## config.mk

```make
export PLATFORM = sky130hd
export DESIGN_NAME = fpfa_ctrl
export DESIGN_NICKNAME = d
export VERILOG_FILES = /design/src/design/fixed_partition_fit_allocator_defines.svh /design/src/design/fpfa_pkg.sv /design/src/design/fpfa_ctrl.sv
export SDC_FILE = /design/constraint.sdc
export NUM_CORES = 1
export LEC_CHECK = 0
export ABC_AREA = 1
export BUFFER_PORTS_ARGS = -buffer_cell sky130_fd_sc_hd__buf_4
export CORE_AREA = 2 2 39 41
export DETAILED_ROUTE_END_ITERATION = 6
export DIE_AREA = 0 0 41 43
export HOLD_SLACK_MARGIN = 0.12
export PLACE_DENSITY = 0.46
export SKIP_CTS_REPAIR_TIMING = 1
export SLEW_MARGIN = 20
export SYNTH_ARGS = -nofsm -noshare
export SYNTH_HDL_FRONTEND = slang
export SYNTH_SLANG_ARGS = --single-unit
```

## constraint.sdc

```tcl
create_clock -name clk -period 3 [get_ports clk]
set_clock_uncertainty 0.15 [all_clocks]
set_input_delay 0.3 -clock clk [delete_from_list [all_inputs] [get_ports clk]]
set_output_delay 0.3 -clock clk [all_outputs]
set_load 0.005 [all_outputs]
```

## src/design/fixed_partition_fit_allocator_defines.svh

```systemverilog
// Assertion macros for the fixed partition fit allocator.
// Needs a clock named clk and an active-low reset named rst_n in the calling scope.
`ifndef FIXED_PARTITION_FIT_ALLOCATOR_DEFINES_SVH
`define FIXED_PARTITION_FIT_ALLOCATOR_DEFINES_SVH

// Same-cycle implication, disabled while in reset.
`define FPFA_ASSERT_IMPL(label, ante, cons) \
    label: assert property (@(posedge clk) disable iff (!rst_n) (ante) |-> (cons)) \
        else $error("fpfa assertion failed");

// Next-cycle implication, disabled while in reset.
`define FPFA_ASSERT_NEXT(label, ante, cons) \
    label: assert property (@(posedge clk) disable iff (!rst_n) (ante) |=> (cons)) \
        else $error("fpfa assertion failed");

`endif

```

## src/design/fpfa_pkg.sv

```systemverilog
// Shared constants, codes and controller/datapath interface types for the
// fixed partition fit allocator. No dependencies.
package fpfa_pkg;

    localparam int DEF_MAX_PARTITIONS = 256;
    localparam int DEF_SIZE_BITS      = 16;

    localparam int TOTAL_W = 24;
    localparam logic [TOTAL_W-1:0] TOTAL_MAX = {TOTAL_W{1'b1}};

    localparam int FIT_W = 2;
    localparam logic [FIT_W-1:0] FIT_FIRST = 2'd0;
    localparam logic [FIT_W-1:0] FIT_BEST  = 2'd1;
    localparam logic [FIT_W-1:0] FIT_WORST = 2'd2;

    localparam logic KIND_LOAD    = 1'b0;
    localparam logic KIND_REQUEST = 1'b1;

    localparam int CFG_IDX_W = 1;
    localparam logic [CFG_IDX_W-1:0] CFG_FIT_MODE     = 1'b0;
    localparam logic [CFG_IDX_W-1:0] CFG_PARTS_IN_USE = 1'b1;

    typedef struct packed {
        logic capture;     // latch the accepted item
        logic load_write;  // write the size table for a load item
        logic scan_clear;  // reset address, accumulators and search state
        logic scan_issue;  // read the next table entry
        logic finish;      // commit the pick and load the result register
    } ctrl_cmd_t;

    typedef struct packed {
        logic is_load;
        logic scan_empty;
        logic scan_last;
        logic out_free;
    } dp_status_t;

endpackage

```

## src/design/fpfa_ctrl.sv

```systemverilog
// Sequencing state machine for the fixed partition fit allocator.
// Uses fpfa_pkg for the command and status types.
module fpfa_ctrl
(
    input  logic                   clk,
    input  logic                   rst_n,
    input  logic                   item_valid,
    output logic                   item_stall,
    input  fpfa_pkg::dp_status_t   status,
    output fpfa_pkg::ctrl_cmd_t    cmd
);

    typedef enum logic [2:0] {
        ST_IDLE,
        ST_PREP,
        ST_SCAN,
        ST_DRAIN,
        ST_DONE
    } state_t;

    state_t state_reg;
    state_t state_next;
    logic   item_stall_reg;
    logic   item_stall_next;

    always_comb
    begin
        cmd        = '0;
        state_next = state_reg;
        unique case (state_reg)
            ST_IDLE:
            begin
                if (item_valid)
                begin
                    cmd.capture = 1'b1;
                    state_next  = ST_PREP;
                end
            end
            ST_PREP:
            begin
                cmd.load_write = status.is_load;
                cmd.scan_clear = 1'b1;
                state_next     = status.scan_empty ? ST_DONE : ST_SCAN;
            end
            ST_SCAN:
            begin
                cmd.scan_issue = 1'b1;
                if (status.scan_last)
                    state_next = ST_DRAIN;
            end
            ST_DRAIN:
            begin
                state_next = ST_DONE;
            end
            ST_DONE:
            begin
                if (status.out_free)
                begin
                    cmd.finish = 1'b1;
                    state_next = ST_IDLE;
                end
            end
            default:
            begin
                state_next = ST_IDLE;
            end
        endcase
        item_stall_next = (state_next != ST_IDLE);
    end

    always_ff @(posedge clk or negedge rst_n)
    begin
        if (!rst_n)
        begin
            state_reg      <= ST_IDLE;
            item_stall_reg <= 1'b0;
        end
        else
        begin
            state_reg      <= state_next;
            item_stall_reg <= item_stall_next;
        end
    end

    assign item_stall = item_stall_reg;

endmodule

```

==> qor.yml, run 1 <==
clk_pin_slew_ns: 0.04
fillCellCount: 164
die-area_mm2: 0.00176
tightest_slew_ns: 0.159
antenna_found_initial: 0
reg2reg_depth: 6
hold_path.startpoint: "status[1]"
p_leak_nw: 0.224
cts_buffers: 3
vias_per_cell: 3.75
finalSetupViolations: 0
htree_levels: 1
finalCriticalPeriod_ns: 1.53
dieWidth_um: 41
drive_gt1_share_pct: 44.9
status: "finished clean"
finalInstanceArea_um2: 379
layout.cells.most_common_list: "buf_4, inv_1, nor2_1"
diodes: 0
fmax_mhz: 653
grt_max_degree: 7
fin_crit_sh_pct: 51.0
layout_commonest_cell: "buf_4"
grt_usage_pct: 7.16
final_util_pct: 27.4
drcViolationCount: 0
hold_viol: 0
ff_latch_area_um2: 100
clock_sinks: 4
setup_tns_ns: 0
ys_seq_area_share_pct: 42.3
layout_setup_ws_ns: 1.47
rsz0062_at_grt: "false"
first_pass_iters: 2
port_buffers: 12
cp_max_fo: 5
antenna_left: 0
clock_path_buffers: 2
insertion_delay_ns: 0.23
cts_tree: "built"
place_congestion: 0.625
timing.hold.ws_ns: 0.212
hold_class: "input pin to register"
p_per_area_mw_per_mm2: 886
grt_pass1_wl_um: 738
holdPathStages: 3
num_vias: 244
multi_input_area_um2: 100
startpoint_type: "register"
slew_headroom_pct: 89.3
netlist_area_um2: 236
syn_nets: 40
cts_root_buf: "clkbuf_4"
peakVddDrop_v: 0.000199
place_ws_ns: 1.72
syn2layout_area_growth_pct: 60.3
synth_cell_types: 12
grt_pass1_vias: 197
dp.final_hpwl_um: 441
arrival_ns: 1.08
layout.nets: 58
pin_count: 13
yosys_warnings: 0
drv_slew: 0
synth.avg_cell_area_um2: 7.17
crit_path_end_kind: "output pin"
required_ns: 2.55
die_h_um: 43
drt-initial-drc-count: 4
gr-total-overflow: 0
holdPathEnd: "state_reg[0]"
regToRegStartpoint: "state_reg[0]"
crit_type: "register to output pin"
num_rows: 14
routed_wl_um: 526
wl_per_cell_um: 8.09
ys_ff_latch: 4
regToRegEndpoint: "item_stall"
r2r_setup_slack_ns: 1.89
largest_reg_flops: 3
drv_cap: 0
place_area_um2: 347
netlist_instances: 33
start_util_pct: 17.1
core_mm2: 0.00138
-- how the worst max path moves through the flow --
stage | start | end | cells after the start
after floorplan | state_reg[0] | cmd[0] | 3
after global routing | state_reg[0] | cmd[4] | 4
after detailed placement | state_reg[1] | cmd[4] | 4
after global placement | state_reg[0] | cmd[0] | 4
final | state_reg[0] | cmd[0] | 4
after CTS | state_reg[1] | cmd[4] | 4
-- kinds of logic after synthesis --
| family | count (synthesis) | synth area share (%) |
|---|---|---|
| and+or+nand+nor | 20 | 42.3 |
| buffers and inverters | 9 | 15.3 |
| DFF | 4 | 42.3 |
-- critical path: stages, from the launching register on --
cell and delay (ns):
dfrtp_1 0.41, inv_2 0.10, nand2_2 0.06, nor3_1 0.14, buf_4 0.14
-- routing by layer --
layer / vias to the layer above / part of all wire [%] / global-route usage (%)
met5: - / 0 / 0
met4: 0 / 1.1 / 8.00
met2: 9 / 47 / 9.06
met1: 102 / 42 / 6.86
met3: 2 / 10 / 4.71
li1: 131 / - / -
-- synthesized netlist by cell type --
library cell | instances | share of area [%]
nor2_4 | 1 | 4.8
inv_4 | 1 | 2.6
nand4_1 | 1 | 2.6
inv_1 | 6 | 9.5
nor3_1 | 2 | 4.2
nand2_1 | 3 | 4.8
nand2_2 | 2 | 5.3
inv_2 | 2 | 3.2
nor2_1 | 6 | 9.5
nor2_2 | 1 | 2.6
nand3_1 | 4 | 8.5
dfrtp_1 | 4 | 42
-- power breakdown --
part           internal (mW)  total, mW  switching (mW)
registers             0.0782      0.101          0.0225
clock network         0.0446     0.0653          0.0207
logic                 0.0804      0.170          0.0895
total                  0.203      0.336           0.133
-- metrics by stage --
stage                     total power [mW]  instances
after floorplan                      0.206         33
after global placement               0.276         61
after detailed placement             0.275         61
after CTS                            0.344         64
after global routing                 0.371         65
final                                0.336         65
-- cell type report --
class,count,share of cell area [%]
timing repair buffer,13,26.4
clock buffer,3,5.94
inverter,9,9.57
sequential,4,26.4
tap,16,5.28
multi-input combinational,20,26.4
(Power assumes the default switching activity.)
==> run 2, diff against run 1 <==
Clock period 3 ns to 1.5 ns, I/O delays scaled along.
==> qor.yml, run 2 (synthesis gave the netlist of run 1 again) <==
grt_pass1_wl_um: 738  # unchanged
crit_path_end_kind: "output pin"  # unchanged
fin_cells: 69  # was 65
syn2layout_area_growth_pct: 77.2  # was 60.3%
p_per_area_mw_per_mm2: 1620  # was 886 mW/mm^2
slew_headroom_pct: 88.2  # was 89.3%
layout.cells.most_common_list: "buf_4, inv_1, nor2_1"  # unchanged
cts_buffers: 3  # unchanged
cpMaxStageDelayCell: "dfrtp_1"  # unchanged
finalSetupViolations: 0  # unchanged
grt_pass1_vias: 197  # unchanged
htree_levels: 1  # unchanged
cp_max_fo: 5  # unchanged
vias_per_cell: 3.72  # was 3.75
grt_max_degree: 7  # unchanged
startpoint_type: "register"  # unchanged
hold_viol: 0  # unchanged
clk_pin_slew_ns: 0.04  # about the same
dp.final_hpwl_um: 441  # unchanged
cts_root_buf: "clkbuf_4"  # unchanged
crit_type: "register to output pin"  # unchanged
layout_setup_ws_ns: 0.120  # was 1.47 ns
hold_class: "input pin to register"  # unchanged
largest_reg_flops: 3  # unchanged
status: "finished clean"  # unchanged
first_pass_iters: 2  # unchanged
fin_crit_sh_pct: 92.0
port_buffers: 12  # unchanged
cpPeakStageDelay_ns: 0.41  # about the same
path_cells: "inv_2 -> nand2_2 -> nor3_1 -> buf_4"  # unchanged
layout.nets: 62  # was 58
num_vias: 257  # was 244
tightest_slew_ns: 0.177  # was 0.159 ns
required_ns: 1.20  # was 2.55 ns
gr-total-overflow: 0  # unchanged
antenna_found_initial: 0  # unchanged
wl_per_cell_um: 7.91  # was 8.09 um
power.total_mw: 0.681  # was 0.336 mW
die-area_mm2: 0.00176  # unchanged
cts_tree: "built"  # unchanged
place_ws_ns: 0.367  # was 1.72 ns
clock_path_buffers: 2  # unchanged
dieWidth_um: 41  # unchanged
drcViolationCount: 0  # unchanged
insertion_delay_ns: 0.23  # about the same
fillCellCount: 161  # was 164
diodes: 0  # unchanged
p_leak_nw: 0.241  # was 0.224 nW
num_rows: 14  # unchanged
peakVddDrop_v: 0.000400  # was 0.000199 V
setup_tns_ns: 0  # unchanged
drv_slew: 0  # unchanged
layout_commonest_cell: "buf_4"  # unchanged
fmax_mhz: 725
drv_cap: 0  # unchanged
clock_sinks: 4  # unchanged
place_congestion: 0.625  # unchanged
arrival_ns: 1.08  # about the same
start_util_pct: 17.1  # unchanged
dp_cells: 61  # unchanged
core_mm2: 0.00138  # unchanged
antenna_left: 0  # unchanged
die_h_um: 43  # unchanged
grt_usage_pct: 7.16  # unchanged
pin_count: 13  # unchanged
routed_wl_um: 546  # was 526 um
drt-initial-drc-count: 2  # was 4
finalCriticalPeriod_ns: 1.38
rsz0062_at_grt: "false"  # unchanged
drive_gt1_share_pct: 41.5  # was 44.9%
-- run 2: worst paths after layout --
path	cells after the start	endpoint	slack, ns	start
worst min register to register	3	state_reg[1]	0.47	state_reg[2]
worst min-delay path	6	state_reg[2]	0.20	status[0]
worst max-delay path	4	cmd[0]	0.12	state_reg[0]
worst max register to register	5	item_stall	0.39	state_reg[1]
min in group asynchronous	3	state_reg[0]	0.66	rst_n
max in group asynchronous	3	item_stall	0.37	rst_n
-- run 2: per-layer routing --
metal | part of all wire [%] | wire length, um | vias up | GRT usage [%]
li1 | - | - | 140 | -
met1 | 43 | 234 | 106 | 6.86
met2 | 46 | 251 | 9 | 9.06
met3 | 9.9 | 54 | 2 | 4.71
met4 | 1.1 | 6 | 0 | 8.00
met5 | 0 | 0 | - | 0
-- run 2: final cells by class --
class / instances / area [um^2] / area share, %
clock buffers: 3 / 22.5 / 5.37
repair buffers: 17 / 140 / 33.4
inverters: 9 / 36.3 / 8.66
flip-flops and latches: 4 / 100 / 23.9
multi-input cells: 20 / 100 / 23.9
well taps: 16 / 20.0 / 4.78
-- run 2: where the power goes --
group / switching (mW) / internal (mW)
Clock: 0.0411 / 0.0893
Combinational: 0.180 / 0.167
Sequential: 0.0459 / 0.156
-- run 2: worst max-delay path: cells and delay by family (launching register included) --
family,cells,cell delay (ns)
buffers and inverters,2,0.24
DFF,1,0.41
and+or+nand+nor,2,0.20
-- run 2: stage by stage --
stage,utilization (%),area (um^2),hold slack (ns)
floorplan,-,236,-0.296
global placement,25.0,347,-0.202
detailed placement,25.0,347,-0.201
CTS,26.7,369,-0.455
global route,30.3,419,0.237
finish,30.3,419,0.202
==> run 3, diff against run 2 <==
Settings changed: CTS_BUF_LIST set to sky130_fd_sc_hd__clkbuf_8.
==> qor.yml, run 3 (synthesis gave the netlist of run 1 again) <==
status: "finished clean"  # unchanged
drt-initial-drc-count: 2  # unchanged
num_rows: 14  # unchanged
fin_crit_sh_pct: 90.9  # was 92.0%
path_delay_family: "flip-flops"  # unchanged
vias_per_cell: 3.70  # was 3.72
antenna_found_initial: 0  # unchanged
die_h_um: 43  # unchanged
cpMaxStageDelayCell: "dfrtp_1"  # unchanged
pin_count: 13  # unchanged
start_util_pct: 17.1  # unchanged
rsz0062_at_grt: "false"  # unchanged
grt_max_degree: 7  # unchanged
hold_class: "input pin to register"  # unchanged
hold_viol: 0  # unchanged
tightest_slew_ns: 0.159  # was 0.177 ns
cts_buffers: 3  # unchanged
finalSetupViolations: 0  # unchanged
power.total_mw: 0.772  # was 0.681 mW
core_mm2: 0.00138  # unchanged
htree_levels: 1  # unchanged
clock_path_buffers: 2  # unchanged
gr-total-overflow: 0  # unchanged
port_buffers: 12  # unchanged
slew_headroom_pct: 89.3  # was 88.2%
dp.final_hpwl_um: 441  # unchanged
required_ns: 1.20  # about the same
syn2layout_area_growth_pct: 76.7  # was 77.2%
arrival_ns: 1.06  # was 1.08 ns
startpoint_type: "register"  # unchanged
drv_slew: 0  # unchanged
crit_buf_inv: 2  # unchanged
cts_root_buf: "clkbuf_8"  # was clkbuf_4
peakVddDrop_v: 0.000540  # was 0.000400 V
grt_pass1_vias: 194  # was 197
wl_per_cell_um: 8.22  # was 7.91 um
clock_sinks: 4  # unchanged
cts_tree: "built"  # unchanged
final_util_pct: 30.2  # was 30.3%
grt_usage_pct: 6.86  # was 7.16%
die-area_mm2: 0.00176  # unchanged
layout.cells.most_common_list: "buf_4, inv_1, nor2_1"  # unchanged
setup_tns_ns: 0  # unchanged
p_per_area_mw_per_mm2: 1850  # was 1620 mW/mm^2
drcViolationCount: 0  # unchanged
cpPeakStageDelay_ns: 0.41  # about the same
p_leak_nw: 0.240  # was 0.241 nW
place_congestion: 0.625  # unchanged
layout.nets: 60  # was 62
path_cells: "inv_2 -> nand2_2 -> nor3_1 -> buf_4"  # unchanged
crit_path_end_kind: "output pin"  # unchanged
layout_commonest_cell: "buf_4"  # unchanged
dieWidth_um: 41  # unchanged
cp_max_fo: 5  # unchanged
insertion_delay_ns: 0.22  # was 0.23 ns
fillCellCount: 161  # unchanged
diodes: 0  # unchanged
grt_pass1_wl_um: 724  # was 738 um
largest_reg_flops: 3  # unchanged
first_pass_iters: 2  # unchanged
crit_type: "register to output pin"  # unchanged
drive_gt1_share_pct: 43.1  # was 41.5%
drv_cap: 0  # unchanged
fmax_mhz: 733  # was 725 MHz
num_vias: 248  # was 257
finalCriticalPeriod_ns: 1.36  # was 1.38 ns
antenna_left: 0  # unchanged
routed_wl_um: 551  # was 546 um
clk_pin_slew_ns: 0.03  # was 0.04 ns
## run 3: cell count changes in the layout (fill, tap and decap cells not counted)
cell           before  now
dlygate4sd3_1       5    3
clkbuf_4            3    0
clkbuf_8            0    3
## run 3: worst paths after layout
kind / from / to / slack, ns / cells after the start
setup reg to reg: state_reg[0] / item_stall / 0.39 / 6
hold reg to reg: state_reg[2] / state_reg[1] / 0.47 / 3
min in group asynchronous: rst_n / state_reg[0] / 0.12 / 2
hold / removal: item_valid / state_reg[0] / 0.1 / 3
max in group asynchronous: rst_n / state_reg[2] / 0.98 / 2
setup / recovery: state_reg[0] / cmd[0] / 0.14 / 4
## run 3: report_power, final
group	leakage, nW	internal [mW]	switching, mW	total, mW
Sequential	0.0494	0.157	0.0462	0.203
Clock	0.0216	0.171	0.0533	0.224
Combinational	0.169	0.164	0.181	0.345
Total	0.240	0.492	0.281	0.772
## run 3: per-stage QoR
step                      hold WS (ns)  instances  setup WS, ns  cell area [um^2]
final                           0.0969         67         0.136               418
after global routing             0.120         67        0.0563               418
after CTS                       -0.431         64         0.135               388
after detailed placement        -0.201         61         0.367               347
after global placement          -0.202         61         0.349               347
after floorplan                 -0.296         33         0.459               236
## run 3: area by class of cell
type	count	area (um^2)	share of cell area, %
Sequential cell	4	100	24.0
Timing Repair Buffer	15	120	28.7
Clock buffer	3	41.3	9.88
Multi-Input combinational cell	20	100	24.0
Tap cell	16	20.0	4.79
Inverter	9	36.3	8.68
## run 3: metal layers
metal	global-route usage [%]	up-vias	part of all wire, %
met5	0	-	0
met4	8.00	0	2.9
met3	3.14	2	12
met2	9.06	11	43
met1	6.86	101	42
li1	-	134	-
## run 3: worst reg2reg max path, cell delays in order (launching register included)
cell and delay, ns:
dfrtp_1 0.41, inv_2 0.10, nand2_2 0.06, nand2_2 0.07, nor2_4 0.04, nor2_1 0.10, nand2_1 0.05
